### config.mk
export PLATFORM = sky130hd
export DESIGN_NAME = batch_means_std_error
export DESIGN_NICKNAME = d
export VERILOG_FILES = /design/src/bmse_pkg.sv /design/src/bmse_iter.sv /design/src/batch_means_std_error.sv
export SDC_FILE = /design/constraint.sdc
export NUM_CORES = 2
export LEC_CHECK = 0
export BUFFER_PORTS_ARGS = -buffer_cell sky130_fd_sc_hd__buf_4
export CORE_ASPECT_RATIO = 0.5
export CORE_MARGIN = 2
export CORE_UTILIZATION = 50
export DETAILED_ROUTE_END_ITERATION = 8
export GPL_TIMING_DRIVEN = 0
export PLACE_DENSITY = 0.66
export SLEW_MARGIN = 20
export SYNTH_ARGS = -nofsm -noshare
export SYNTH_HDL_FRONTEND = slang
export SYNTH_HIERARCHICAL = 1
export SYNTH_SLANG_ARGS = --single-unit
### constraint.sdc
create_clock -name aclk -period 22.3 [get_ports aclk]
set_input_delay 4.46 -clock aclk [delete_from_list [all_inputs] [get_ports aclk]]
set_output_delay 4.46 -clock aclk [all_outputs]
set_load 0.01 [all_outputs]
### src/bmse_pkg.sv
// Shared types, codes and constants for the batch-means standard error block.
// Used by bmse_iter and batch_means_std_error; depends on nothing.
`default_nettype none

package bmse_pkg;

    localparam int SAMPLE_W = 48;   // sample, mean and last_sample width
    localparam int SE_W     = 47;   // standard error width
    localparam int CFG_W    = 17;   // configuration register width
    localparam int ACC_W    = 64;   // batch and means accumulators
    localparam int WIDE_W   = 128;  // sum of squares and unit operand
    localparam int ROOT_W   = 64;   // square root result
    localparam int REM_W    = 68;   // unit partial remainder
    localparam int CNT_W    = 8;    // unit step counter

    // input transaction op codes
    localparam logic [1:0] OP_ADD     = 2'd0;
    localparam logic [1:0] OP_REPORT  = 2'd1;
    localparam logic [1:0] OP_CLEAR   = 2'd2;
    localparam logic [1:0] OP_IGNORED = 2'd3;

    // result status codes
    localparam logic [1:0] ST_OK         = 2'd0;
    localparam logic [1:0] ST_INCOMPLETE = 2'd1;
    localparam logic [1:0] ST_SATURATED  = 2'd2;

    // configuration register byte addresses
    localparam logic [2:0] REG_PPB_ADDR     = 3'd0;
    localparam logic [2:0] REG_BATCHES_ADDR = 3'd4;

    typedef enum logic [2:0] {
        U_MUL  = 3'b001,
        U_DIV  = 3'b010,
        U_SQRT = 3'b100
    } unit_op_t;

    typedef struct packed {
        logic     start;
        unit_op_t op;
    } unit_cmd_t;

    typedef struct packed {
        logic busy;
        logic done;
    } unit_stat_t;

endpackage

`default_nettype wire

### src/bmse_iter.sv
// Shared shift/add/subtract unit: squaring multiply, restoring divide, integer square root.
// One bit (or one root digit) per cycle; depends on bmse_pkg.
`default_nettype none

module bmse_iter (
    input  wire logic                             aclk,
    input  wire logic                             aresetn,
    input  wire bmse_pkg::unit_cmd_t              cmd,
    input  wire logic [bmse_pkg::WIDE_W-1:0]      opnd_a,
    input  wire logic [bmse_pkg::CFG_W-1:0]       divisor,
    output bmse_pkg::unit_stat_t                  stat,
    output logic [bmse_pkg::WIDE_W-1:0]           result
);

    bmse_pkg::unit_op_t                 op_reg;
    logic [bmse_pkg::WIDE_W-1:0]        work_reg;
    logic [bmse_pkg::REM_W-1:0]         rem_reg;
    logic [bmse_pkg::ROOT_W-1:0]        aux_reg;
    logic [bmse_pkg::CNT_W-1:0]         cnt_reg;
    logic                               busy_reg;
    logic                               done_reg;

    logic [bmse_pkg::WIDE_W-1:0]        mul_next;
    logic [bmse_pkg::CFG_W:0]           div_top;
    logic [bmse_pkg::CFG_W:0]           div_d;
    logic                               div_ge;
    logic [bmse_pkg::REM_W-1:0]         sq_top;
    logic [bmse_pkg::REM_W-1:0]         sq_trial;
    logic                               sq_ge;
    logic [bmse_pkg::CNT_W-1:0]         cnt_last;

    // MSB-first shift and add of the multiplicand
    assign mul_next = {work_reg[bmse_pkg::WIDE_W-2:0], 1'b0}
                    + (rem_reg[bmse_pkg::ROOT_W-1]
                       ? {{(bmse_pkg::WIDE_W-bmse_pkg::ROOT_W){1'b0}}, aux_reg}
                       : '0);

    assign div_top = {rem_reg[bmse_pkg::CFG_W-1:0], work_reg[bmse_pkg::WIDE_W-1]};
    assign div_d   = {1'b0, aux_reg[bmse_pkg::CFG_W-1:0]};
    assign div_ge  = (div_top >= div_d);

    assign sq_top   = {rem_reg[bmse_pkg::REM_W-3:0], work_reg[bmse_pkg::WIDE_W-1 -: 2]};
    assign sq_trial = {2'b00, aux_reg, 2'b01};
    assign sq_ge    = (sq_top >= sq_trial);

    always_comb begin
        unique case (op_reg)
            bmse_pkg::U_DIV: cnt_last = bmse_pkg::CNT_W'(bmse_pkg::WIDE_W - 1);
            default:         cnt_last = bmse_pkg::CNT_W'(bmse_pkg::ROOT_W - 1);
        endcase
    end

    always_ff @(posedge aclk) begin
        if (!aresetn) begin
            busy_reg <= 1'b0;
            done_reg <= 1'b0;
        end else begin
            done_reg <= busy_reg && !cmd.start && (cnt_reg == cnt_last);
            if (cmd.start) begin
                busy_reg <= 1'b1;
                cnt_reg  <= '0;
                op_reg   <= cmd.op;
                unique case (cmd.op)
                    bmse_pkg::U_MUL: begin
                        work_reg <= '0;
                        rem_reg  <= {{(bmse_pkg::REM_W-bmse_pkg::ROOT_W){1'b0}},
                                     opnd_a[bmse_pkg::ROOT_W-1:0]};
                        aux_reg  <= opnd_a[bmse_pkg::ROOT_W-1:0];
                    end
                    bmse_pkg::U_DIV: begin
                        work_reg <= opnd_a;
                        rem_reg  <= '0;
                        aux_reg  <= {{(bmse_pkg::ROOT_W-bmse_pkg::CFG_W){1'b0}}, divisor};
                    end
                    default: begin
                        work_reg <= opnd_a;
                        rem_reg  <= '0;
                        aux_reg  <= '0;
                    end
                endcase
            end else if (busy_reg) begin
                unique case (op_reg)
                    bmse_pkg::U_MUL: begin
                        work_reg <= mul_next;
                        rem_reg  <= {rem_reg[bmse_pkg::REM_W-2:0], 1'b0};
                    end
                    bmse_pkg::U_DIV: begin
                        work_reg <= {work_reg[bmse_pkg::WIDE_W-2:0], div_ge};
                        rem_reg  <= {{(bmse_pkg::REM_W-bmse_pkg::CFG_W){1'b0}},
                                     div_ge ? bmse_pkg::CFG_W'(div_top - div_d)
                                            : div_top[bmse_pkg::CFG_W-1:0]};
                    end
                    default: begin
                        work_reg <= {work_reg[bmse_pkg::WIDE_W-3:0], 2'b00};
                        rem_reg  <= sq_ge ? (sq_top - sq_trial) : sq_top;
                        aux_reg  <= {aux_reg[bmse_pkg::ROOT_W-2:0], sq_ge};
                    end
                endcase
                cnt_reg <= cnt_reg + 1'b1;
                if (cnt_reg == cnt_last) begin
                    busy_reg <= 1'b0;
                end
            end
        end
    end

    assign stat.busy = busy_reg;
    assign stat.done = done_reg;
    assign result    = (op_reg == bmse_pkg::U_SQRT)
                     ? {{(bmse_pkg::WIDE_W-bmse_pkg::ROOT_W){1'b0}}, aux_reg}
                     : work_reg;

endmodule

`default_nettype wire

### src/batch_means_std_error.sv
// Batch-means standard error block: top level with sequencer, accumulators and APB registers.
// Depends on bmse_pkg and bmse_iter.
//
//  Channel   Dir  Handshake           Payload
//  s_        in   s_valid / s_ready   s_op, s_price
//  m_        out  m_valid / m_ready   m_mean, m_std_error, m_last_sample, m_status
//  APB       in   psel/penable/pready paddr, pwdata, prdata (paths_per_batch @0, batch_count @4)
//
// Sequence: an add that does not close a batch, a clear and an ignored op are handled in the idle state.
// An add that closes a batch runs a divide (the batch mean) and then a square of it.
// A full report runs a divide, a square, a divide, a divide by batch_count minus one and a square root; one with an
// incomplete batch or batch_count of one is shorter. The shared bmse_iter unit does all of this arithmetic.
// Reset: synchronous, active low; clears the accumulators and sets both registers to one.
// Stalls: s_ready is low while the sequencer runs; a held result in the output register
// does not block new input, but a second report waits in its last state for it to drain.
`default_nettype none

module batch_means_std_error (
    input  wire logic                              aclk,
    input  wire logic                              aresetn,
    // input transactions
    input  wire logic                              s_valid,
    output logic                                   s_ready,
    input  wire logic [1:0]                        s_op,
    input  wire logic signed [bmse_pkg::SAMPLE_W-1:0] s_price,
    // result transactions
    output logic                                   m_valid,
    input  wire logic                              m_ready,
    output logic signed [bmse_pkg::SAMPLE_W-1:0]   m_mean,
    output logic [bmse_pkg::SE_W-1:0]              m_std_error,
    output logic signed [bmse_pkg::SAMPLE_W-1:0]   m_last_sample,
    output logic [1:0]                             m_status,
    // configuration
    input  wire logic                              psel,
    input  wire logic                              penable,
    input  wire logic                              pwrite,
    input  wire logic [2:0]                        paddr,
    input  wire logic [31:0]                       pwdata,
    output logic [31:0]                            prdata,
    output logic                                   pready
);

    localparam int ACC_W  = bmse_pkg::ACC_W;
    localparam int WIDE_W = bmse_pkg::WIDE_W;
    localparam int CFG_W  = bmse_pkg::CFG_W;
    localparam int SMP_W  = bmse_pkg::SAMPLE_W;

    localparam logic [ACC_W-1:0] ACC_MAX = {1'b0, {(ACC_W-1){1'b1}}};
    localparam logic [ACC_W-1:0] ACC_MIN = {1'b1, {(ACC_W-1){1'b0}}};
    localparam logic signed [ACC_W-1:0] MEAN_HI = ACC_W'((64'sd1 <<< (SMP_W-1)) - 64'sd1);
    localparam logic signed [ACC_W-1:0] MEAN_LO = -MEAN_HI - ACC_W'(1);

    typedef enum logic [15:0] {
        S_IDLE  = 16'h0001,
        S_BMDIV = 16'h0002,
        S_BMW   = 16'h0004,
        S_BMMUL = 16'h0008,
        S_BMMW  = 16'h0010,
        S_MDIV  = 16'h0020,
        S_MW    = 16'h0040,
        S_MMUL  = 16'h0080,
        S_MMW   = 16'h0100,
        S_SDIV  = 16'h0200,
        S_SDW   = 16'h0400,
        S_VDIV  = 16'h0800,
        S_VDW   = 16'h1000,
        S_SQRT  = 16'h2000,
        S_SQW   = 16'h4000,
        S_FIN   = 16'h8000
    } state_t;

    function automatic logic [ACC_W-1:0] abs64(input logic [ACC_W-1:0] v);
        abs64 = v[ACC_W-1] ? (~v + 1'b1) : v;
    endfunction

    state_t                      state_reg;
    logic [CFG_W-1:0]            ppb_reg;
    logic [CFG_W-1:0]            bc_reg;
    logic [CFG_W-1:0]            pos_reg;
    logic [ACC_W-1:0]            bt_reg;
    logic [ACC_W-1:0]            mt_reg;
    logic [WIDE_W-1:0]           sq_reg;
    logic [SMP_W-1:0]            prev_reg;
    logic                        satf_reg;
    logic                        neg_reg;
    logic [ACC_W-1:0]            q_reg;
    logic [WIDE_W-1:0]           tmp_reg;
    logic                        rsat_reg;
    logic                        inc_reg;
    logic [SMP_W-1:0]            mean_reg;
    logic [bmse_pkg::SE_W-1:0]   se_reg;
    logic                        m_valid_reg;
    logic [SMP_W-1:0]            m_mean_reg;
    logic [bmse_pkg::SE_W-1:0]   m_se_reg;
    logic [SMP_W-1:0]            m_last_reg;
    logic [1:0]                  m_status_reg;

    bmse_pkg::unit_cmd_t         unit_cmd;
    bmse_pkg::unit_stat_t        unit_stat;
    logic [WIDE_W-1:0]           unit_a;
    logic [CFG_W-1:0]            unit_div;
    logic [WIDE_W-1:0]           unit_res;

    logic [CFG_W-1:0]            ppb_eff;
    logic [CFG_W-1:0]            n_eff;
    logic [ACC_W-1:0]            sample_ext;
    logic [ACC_W-1:0]            bt_sum;
    logic                        bt_ovf;
    logic [ACC_W-1:0]            bt_new;
    logic [CFG_W-1:0]            pos_inc;
    logic [ACC_W-1:0]            qv;
    logic [ACC_W-1:0]            sq_quot;
    logic [ACC_W-1:0]            mt_sum;
    logic                        mt_ovf;
    logic [WIDE_W:0]             sq_sum;
    logic                        mean_hi_clip;
    logic                        mean_lo_clip;
    logic                        se_clip;
    logic                        accept;
    logic                        out_load;

    assign ppb_eff    = (ppb_reg == '0) ? CFG_W'(1) : ppb_reg;
    assign n_eff      = (bc_reg == '0) ? CFG_W'(1) : bc_reg;
    assign sample_ext = {{(ACC_W-SMP_W){s_price[SMP_W-1]}}, s_price};
    assign accept     = s_valid && s_ready;
    assign s_ready    = (state_reg == S_IDLE);

    // saturating batch sum
    assign bt_sum = bt_reg + sample_ext;
    assign bt_ovf = (bt_reg[ACC_W-1] == sample_ext[ACC_W-1])
                 && (bt_sum[ACC_W-1] != bt_reg[ACC_W-1]);
    assign bt_new = bt_ovf ? (bt_reg[ACC_W-1] ? ACC_MIN : ACC_MAX) : bt_sum;
    assign pos_inc = pos_reg + 1'b1;

    // signed quotient from the unit's magnitude quotient
    assign sq_quot = unit_res[ACC_W-1:0];
    assign qv      = neg_reg ? (~sq_quot + 1'b1) : sq_quot;

    assign mt_sum = mt_reg + qv;
    assign mt_ovf = (mt_reg[ACC_W-1] == qv[ACC_W-1]) && (mt_sum[ACC_W-1] != mt_reg[ACC_W-1]);
    assign sq_sum = {1'b0, sq_reg} + {1'b0, unit_res};

    assign mean_hi_clip = ($signed(qv) > MEAN_HI);
    assign mean_lo_clip = ($signed(qv) < MEAN_LO);
    assign se_clip      = (unit_res[bmse_pkg::ROOT_W-1:bmse_pkg::SE_W] != '0);

    // operand select and start for the shared unit
    always_comb begin
        unit_a        = '0;
        unit_div      = n_eff;
        unit_cmd.start = 1'b0;
        unit_cmd.op    = bmse_pkg::U_DIV;
        unique case (state_reg)
            S_BMDIV: begin
                unit_cmd.start = 1'b1;
                unit_a   = {{(WIDE_W-ACC_W){1'b0}}, abs64(bt_reg)};
                unit_div = ppb_eff;
            end
            S_MDIV: begin
                unit_cmd.start = 1'b1;
                unit_a = {{(WIDE_W-ACC_W){1'b0}}, abs64(mt_reg)};
            end
            S_SDIV: begin
                unit_cmd.start = 1'b1;
                unit_a = sq_reg;
            end
            S_VDIV: begin
                unit_cmd.start = 1'b1;
                unit_a   = tmp_reg;
                unit_div = n_eff - 1'b1;
            end
            S_BMMUL, S_MMUL: begin
                unit_cmd.start = 1'b1;
                unit_cmd.op    = bmse_pkg::U_MUL;
                unit_a = {{(WIDE_W-ACC_W){1'b0}}, q_reg};
            end
            S_SQRT: begin
                unit_cmd.start = 1'b1;
                unit_cmd.op    = bmse_pkg::U_SQRT;
                unit_a = tmp_reg;
            end
            default: begin
                unit_cmd.start = 1'b0;
            end
        endcase
    end

    bmse_iter u_iter (
        .aclk    (aclk),
        .aresetn (aresetn),
        .cmd     (unit_cmd),
        .opnd_a  (unit_a),
        .divisor (unit_div),
        .stat    (unit_stat),
        .result  (unit_res)
    );

    assign out_load = (state_reg == S_FIN) && (!m_valid_reg || m_ready);

    // sequencer and accumulators
    always_ff @(posedge aclk) begin
        if (!aresetn) begin
            state_reg <= S_IDLE;
            pos_reg   <= '0;
            bt_reg    <= '0;
            mt_reg    <= '0;
            sq_reg    <= '0;
            prev_reg  <= '0;
            satf_reg  <= 1'b0;
        end else begin
            unique case (state_reg)
                S_IDLE: begin
                    if (accept) begin
                        case (s_op)
                            bmse_pkg::OP_ADD: begin
                                prev_reg <= s_price;
                                bt_reg   <= bt_new;
                                satf_reg <= satf_reg | bt_ovf;
                                pos_reg  <= pos_inc;
                                if (pos_inc >= ppb_eff) begin
                                    state_reg <= S_BMDIV;
                                end
                            end
                            bmse_pkg::OP_REPORT: begin
                                rsat_reg <= satf_reg;
                                if (pos_reg != '0) begin
                                    inc_reg   <= 1'b1;
                                    mean_reg  <= '0;
                                    se_reg    <= '0;
                                    state_reg <= S_FIN;
                                end else begin
                                    inc_reg   <= 1'b0;
                                    state_reg <= S_MDIV;
                                end
                            end
                            bmse_pkg::OP_CLEAR: begin
                                pos_reg  <= '0;
                                bt_reg   <= '0;
                                mt_reg   <= '0;
                                sq_reg   <= '0;
                                satf_reg <= 1'b0;
                            end
                            default: begin
                                // drop the unused op code
                            end
                        endcase
                    end
                end
                S_BMDIV: begin
                    neg_reg   <= bt_reg[ACC_W-1];
                    bt_reg    <= '0;
                    pos_reg   <= '0;
                    state_reg <= S_BMW;
                end
                S_BMW: begin
                    if (unit_stat.done) begin
                        q_reg     <= sq_quot;
                        mt_reg    <= mt_ovf ? (mt_reg[ACC_W-1] ? ACC_MIN : ACC_MAX) : mt_sum;
                        satf_reg  <= satf_reg | mt_ovf;
                        state_reg <= S_BMMUL;
                    end
                end
                S_BMMUL: state_reg <= S_BMMW;
                S_BMMW: begin
                    if (unit_stat.done) begin
                        sq_reg    <= sq_sum[WIDE_W] ? '1 : sq_sum[WIDE_W-1:0];
                        satf_reg  <= satf_reg | sq_sum[WIDE_W];
                        state_reg <= S_IDLE;
                    end
                end
                S_MDIV: begin
                    neg_reg   <= mt_reg[ACC_W-1];
                    state_reg <= S_MW;
                end
                S_MW: begin
                    if (unit_stat.done) begin
                        q_reg    <= sq_quot;
                        se_reg   <= '0;
                        rsat_reg <= rsat_reg | mean_hi_clip | mean_lo_clip;
                        if (mean_hi_clip) begin
                            mean_reg <= MEAN_HI[SMP_W-1:0];
                        end else if (mean_lo_clip) begin
                            mean_reg <= MEAN_LO[SMP_W-1:0];
                        end else begin
                            mean_reg <= qv[SMP_W-1:0];
                        end
                        state_reg <= (n_eff > CFG_W'(1)) ? S_MMUL : S_FIN;
                    end
                end
                S_MMUL: state_reg <= S_MMW;
                S_MMW: begin
                    if (unit_stat.done) begin
                        tmp_reg   <= unit_res;
                        state_reg <= S_SDIV;
                    end
                end
                S_SDIV: state_reg <= S_SDW;
                S_SDW: begin
                    if (unit_stat.done) begin
                        if (unit_res > tmp_reg) begin
                            tmp_reg   <= unit_res - tmp_reg;
                            state_reg <= S_VDIV;
                        end else begin
                            state_reg <= S_FIN;
                        end
                    end
                end
                S_VDIV: state_reg <= S_VDW;
                S_VDW: begin
                    if (unit_stat.done) begin
                        tmp_reg   <= unit_res;
                        state_reg <= S_SQRT;
                    end
                end
                S_SQRT: state_reg <= S_SQW;
                S_SQW: begin
                    if (unit_stat.done) begin
                        se_reg    <= se_clip ? '1 : unit_res[bmse_pkg::SE_W-1:0];
                        rsat_reg  <= rsat_reg | se_clip;
                        state_reg <= S_FIN;
                    end
                end
                S_FIN: begin
                    // hold until the output register is free
                    if (out_load) begin
                        state_reg <= S_IDLE;
                    end
                end
                default: state_reg <= S_IDLE;
            endcase
        end
    end

    // output register
    always_ff @(posedge aclk) begin
        if (!aresetn) begin
            m_valid_reg <= 1'b0;
        end else if (out_load) begin
            m_valid_reg  <= 1'b1;
            m_mean_reg   <= mean_reg;
            m_se_reg     <= se_reg;
            m_last_reg   <= prev_reg;
            m_status_reg <= inc_reg ? bmse_pkg::ST_INCOMPLETE
                                    : (rsat_reg ? bmse_pkg::ST_SATURATED : bmse_pkg::ST_OK);
        end else if (m_ready) begin
            m_valid_reg <= 1'b0;
        end
    end

    assign m_valid       = m_valid_reg;
    assign m_mean        = m_mean_reg;
    assign m_std_error   = m_se_reg;
    assign m_last_sample = m_last_reg;
    assign m_status      = m_status_reg;

    // configuration registers
    always_ff @(posedge aclk) begin
        if (!aresetn) begin
            ppb_reg <= CFG_W'(1);
            bc_reg  <= CFG_W'(1);
        end else if (psel && penable && pwrite && pready) begin
            if (paddr[2]) begin
                bc_reg <= pwdata[CFG_W-1:0];
            end else begin
                ppb_reg <= pwdata[CFG_W-1:0];
            end
        end
    end

    assign prdata = {{(32-CFG_W){1'b0}}, paddr[2] ? bc_reg : ppb_reg};
    assign pready = 1'b1;

    // the unit is only started when free
    a_start_free: assert property (@(posedge aclk) disable iff (!aresetn)
        unit_cmd.start |-> !unit_stat.busy)
        else $error("unit started while busy");

    // the unit is quiet whenever new input is taken
    a_idle_quiet: assert property (@(posedge aclk) disable iff (!aresetn)
        s_ready |-> !unit_stat.busy)
        else $error("unit busy while accepting input");

    // a result appears only from the final state
    a_result_src: assert property (@(posedge aclk) disable iff (!aresetn)
        $rose(m_valid_reg) |-> $past(state_reg == S_FIN))
        else $error("result without finished report");

    // incomplete batch reports carry no mean or error
    a_incomplete: assert property (@(posedge aclk) disable iff (!aresetn)
        (m_valid && m_status == bmse_pkg::ST_INCOMPLETE) |-> (m_mean == '0 && m_std_error == '0))
        else $error("incomplete report with nonzero values");

endmodule

`default_nettype wire
# ---- Word-level counts from Yosys, hierarchy flattened
# Cells that the tools add are included.
dict set report word_totals {
  ff_bits 1079
  latchBits 0
  ram_bits 0
  mem_bits_ro 0
  out_inout_bits 180
  n_memories 0
}
dict set report op_classes {
  add_sub_neg 13
  mul 0
  div_mod_pow 0
  n_lt_le_gt_ge 7
  n_eq_ne 46
  shifts 0
  muxes 98
  bitwise 10
  n_reduce_logical 51
}
# op n
set ops {}
lappend ops {{$mux W128} 11}
lappend ops {{$mux W64} 16}
lappend ops {{$pmux W128 S2} 3}
lappend ops {{$pmux W128 S5} 1}
lappend ops {{$pmux W64 S2} 4}
lappend ops {{$mux W48} 6}
lappend ops {{$mux W47} 6}
lappend ops {{$pmux W16 S16} 1}
lappend ops {{$mux W16} 13}
lappend ops {{$mux W66} 3}
lappend ops {{$add A64 B1 Y64 const B} 3}
lappend ops {{$not A64 Y64} 3}
lappend ops {{$pmux W47 S3} 1}
lappend ops {{$pmux W66 S2} 1}
lappend ops {{$add A128 B128 Y129} 1}
lappend ops {{$add A128 B128 Y128} 1}
lappend ops {{$add A64 B64 Y64} 2}
lappend ops {{$gt A128 B128 Y1} 1}
lappend ops {{$sub A128 B128 Y128} 1}
lappend ops {{$pmux W17 S2} 3}
lappend ops {{$pmux W48 S2} 1}
lappend ops {{$mux W17} 5}
lappend ops {{$ge A68 B66 Y1} 1}
lappend ops {{$sub A66 B66 Y66} 1}
lappend ops {{64 further kinds} 136}

# ---- Depth between registers and ports, before layout
dict set report logic_depth {
  depth_word 11
  depth_mapped 27
  depth_no_buf 24
}

# ---- By module
# Netlist, hierarchy kept.
# mod n_inst cells_each area_each_um2 seq_area_each_um2
set modules_own_cells {}
lappend modules_own_cells {batch_means_std_error 1 7549 60992.2 20529.7}
lappend modules_own_cells {bmse_iter 1 3149 26271.4 8117.8}

# ---- Worst setup path before layout
# No wires, ideal clock.
dict set report synth_timing {
  path_type {input port to flip-flop}
  from {in aresetn}
  to {reg tmp_reg[0] (enable)}
  t_arrival_ns 14.438
  required_ns 21.456
  path_slack_ns 7.018
  path_stages 3
  n_path_buf 1
  path_cell_list {clkbuf_1 > nand2_1 > a311oi_1}
}
dict set report synth_between {
  elab_chain_len 1
}
# element line_no
set synth_lines {}
lappend synth_lines {{start: declaration} batch_means_std_error.sv:20} ;# input wire logic aresetn,
lappend synth_lines {{$reduce_and A5 Y1 (no line)} n/a}
lappend synth_lines {{end signal: assignment} batch_means_std_error.sv:293} ;# tmp_reg <= unit_res;
lappend synth_lines {{end signal: assignment} batch_means_std_error.sv:301} ;# tmp_reg <= unit_res - tmp_reg;
lappend synth_lines {{end signal: assignment} batch_means_std_error.sv:311} ;# tmp_reg <= unit_res;
lappend synth_lines {{end: declaration} batch_means_std_error.sv:87} ;# logic [WIDE_W-1:0] tmp_reg;
# Every way passes these cells.
# A chain may end at the register's enable or synchronous reset.

# ---- Worst setup path in the final report
dict set report layout_timing {
  from {reg u_iter.op_reg[0]}
  to {reg tmp_reg[127] (enable)}
}
dict set report layout_between {
  elab_chain_len 5
}
# element line_no
set layout_lines {}
lappend layout_lines {{start: declaration} bmse_iter.sv:15} ;# bmse_pkg::unit_op_t op_reg;
lappend layout_lines {{start signal: assignment} bmse_iter.sv:62} ;# op_reg <= cmd.op;
lappend layout_lines {{$eq A3 B3 Y1} bmse_iter.sv:109} ;# assign result = (op_reg == bmse_pkg::U_SQRT)
lappend layout_lines {{$mux W128} bmse_iter.sv:110} ;# ? {{(bmse_pkg::WIDE_W-bmse_pkg::ROOT_W){1'b0}}, aux_reg}
lappend layout_lines {{named net unit_res[9]} batch_means_std_error.sv:102} ;# logic [WIDE_W-1:0] unit_res;
lappend layout_lines {{$gt A128 B128 Y1} batch_means_std_error.sv:300} ;# if (unit_res > tmp_reg) begin
lappend layout_lines {{$ne A2 B2 Y1 (no line)} n/a}
lappend layout_lines {{$reduce_and A5 Y1 (no line)} n/a}
# The timed path passes the listed nets, and every way through them passes these cells.

==> flow_summary.json <==
{
  "status": "complete, but fails checks",
  "violations_in_the_final_reports": "design-rule violations, max-capacitance violations",
  "drt-pass1-iter-count": 9,
  "post_synth_inst_count": 10700,
  "worst_path_largest_cell_delay_ns": 0.95,
  "cpLargestDelayFamily": "buffers and inverters",
  "post_detailed_route_count_of_antenna_violating_nets": 0,
  "final.setup.tns_ns": 0,
  "clock_skew_ns": 0.05851,
  "clock_latency_ns": 0.78,
  "timing.critical_path.slowest_stage_cell": "sky130_fd_sc_hd__clkbuf_1",
  "power.share.combinational": 0.287,
  "grt_overflow_total": 0,
  "synthesis.yosys.warnings": 6,
  "wire_per_inst_um": 30.29,
  "post-route-period-util": 0.4846,
  "dp_hpwl_mm": 333.9,
  "final.min_clock_period_ns": 10.81,
  "timing.critical_path.from_type": "flop",
  "die_h_um": 299.4,
  "row_count": 108,
  "floorplan.die.width_um": 594.8,
  "tritoncts_num_sinks": 1079,
  "crit_top_cell": "sky130_fd_sc_hd__buf_6",
  "cts.repair.resized": 0,
  "ir_drop_mv": 0.06118,
  "timing_max_transition_violations_final": 0,
  "cellPowerDensity_mw_per_mm2": 62.65,
  "mostFrequentLayoutCells": "sky130_fd_sc_hd__nand2_1, sky130_fd_sc_hd__a21oi_1, sky130_fd_sc_hd__o21ai_0, sky130_fd_sc_hd__nor2_1, sky130_fd_sc_hd__edfxtp_1",
  "required_time_of_the_critical_path_ns": 22.78,
  "dieArea_mm2": 0.1781,
  "first_global_vias": 82620,
  "share_of_final_layout_standard_cells_stronger_than_drive_strength_1": 0.07297,
  "sw_frac_of_total": 0.3642,
  "multiInputGateArea_mm2": 0.05470,
  "num_vias": 91690,
  "p_sw_uw": 2219,
  "wire_length_of_the_first_global_routing_pass_mm": 579.0,
  "cts.path.max_buffers": 3,
  "pin_count": 272,
  "cts_setup_buffers": 0,
  "regArea_mm2": 0.02865,
  "avgViaCountPerCell": 6.749,
  "worst_setup_path_end_kind": "flop",
  "critical_path.n_buffers_inverters": 14,
  "placeableCoreArea_mm2": 0.1734,
  "synthToLayoutAreaGrowth_pct": 11.46,
  "worst_path_clk_slew_ns": 0.07,
  "drt-total-wl_mm": 411.6,
  "port_buffers": 236,
  "setup_repair_after_global_routing_missed_its_margin": "no",
  "n_fill_cell": 16370,
  "report.final.setup_viol": 0,
  "critical_path_data_arrival_time_ns": 11.29,
  "pwr-share-clk": 0.327,
  "critical_path_peak_fanout": 14,
  "remaining_drc_errors": 25,
  "total_power_uw": 6094,
  "cts_made_buffers": 104,
  "timing_worst_setup_path_type": "flop to flop",
  "finish.net_count": 11810,
  "cts_hold_buffers": 0,
  "cellInternalPower_uw": 3874,
  "drv_cap": 1,
  "cts_root_cell": "sky130_fd_sc_hd__clkbuf_16",
  "routabilityCongestion": 1.084,
  "drt_first_iter_violations": 14070,
  "initial_core_util": 0.5033,
  "synth_area_per_cell_um2": 8.157,
  "hold_path_class": "flop to flop",
  "synthesis.area_mm2": 0.08726,
  "globalRouteTotalUtil": 0.4430,
  "slew_worst_pin_ns": 1.464,
  "clock.fmax_mhz": 92.54,
  "pin_count_of_the_biggest_net_entering_global_routing": 48,
  "setup.reg_to_reg.worst_slack_ns": 11.49,
  "timing.slew.headroom": 0.01493,
  "seqPwrFrac": 0.387,
  "most_common_cell_after_layout_fill_and_taps_aside": "sky130_fd_sc_hd__nand2_1",
  "power_leakage_uw": 0.03715,
  "h-tree-depth": 3,
  "tritoncts": "yes",
  "hold_fails_final_rpt": 0,
  "antenna_found_initial": 36
}
per-layer routing:
metal  vias to the layer above  global-route usage  wire length (um)
li1                      40610                   -                 -
met1                     44200              0.5925            165800
met2                      5833              0.6264            164700
met3                      1016              0.1786             60270
met4                        30              0.1885             20150
met5                         -             0.01935               668
power groups by stage:
stage               Sequential [uW]  Clock (uW)  Combinational, uW
finish                         2360        1990               1750
global route                   2360        2060               1870
CTS                            2350        1980               1670
detailed placement             2390           0               1660
global placement               2410           0               1630
floorplan                      2350           0               1140
per-stage QoR:
step,utilization,instances,cell area (um2),hold WS [ns],setup WS (ns)
floorplan,-,10710,87310,0.4003,7.018
global placement,0.5305,13260,91970,0.4010,-3.625
detailed placement,0.5389,13360,93430,0.4045,11.88
CTS,0.5599,13560,97070,0.4199,11.89
global route,0.5607,13570,97200,0.4189,11.34
finish,0.5610,13590,97260,0.4145,11.49
layout make-up:
class / count / area share
Multi-Input combinational cell: 8525 / 0.5624
Clock buffer: 137 / 0.02986
Timing Repair Buffer: 342 / 0.03070
Inverter: 420 / 0.01621
Sequential cell: 1079 / 0.2946
Clock inverter: 61 / 0.007565
Antenna cell: 26 / 0.0006690
Buffer: 687 / 0.02835
Tap cell: 2310 / 0.02972
final timing paths:
kind / start / to / cells after the start
worst max-delay path: u_iter/op_reg[0] / tmp_reg[127] / 29
worst min-delay path: se_reg[23] / m_std_error[23] / 0
worst max register to register: u_iter/op_reg[0] / tmp_reg[127] / 29
worst min register to register: se_reg[23] / m_std_error[23] / 0
(Power assumes the default switching activity.)
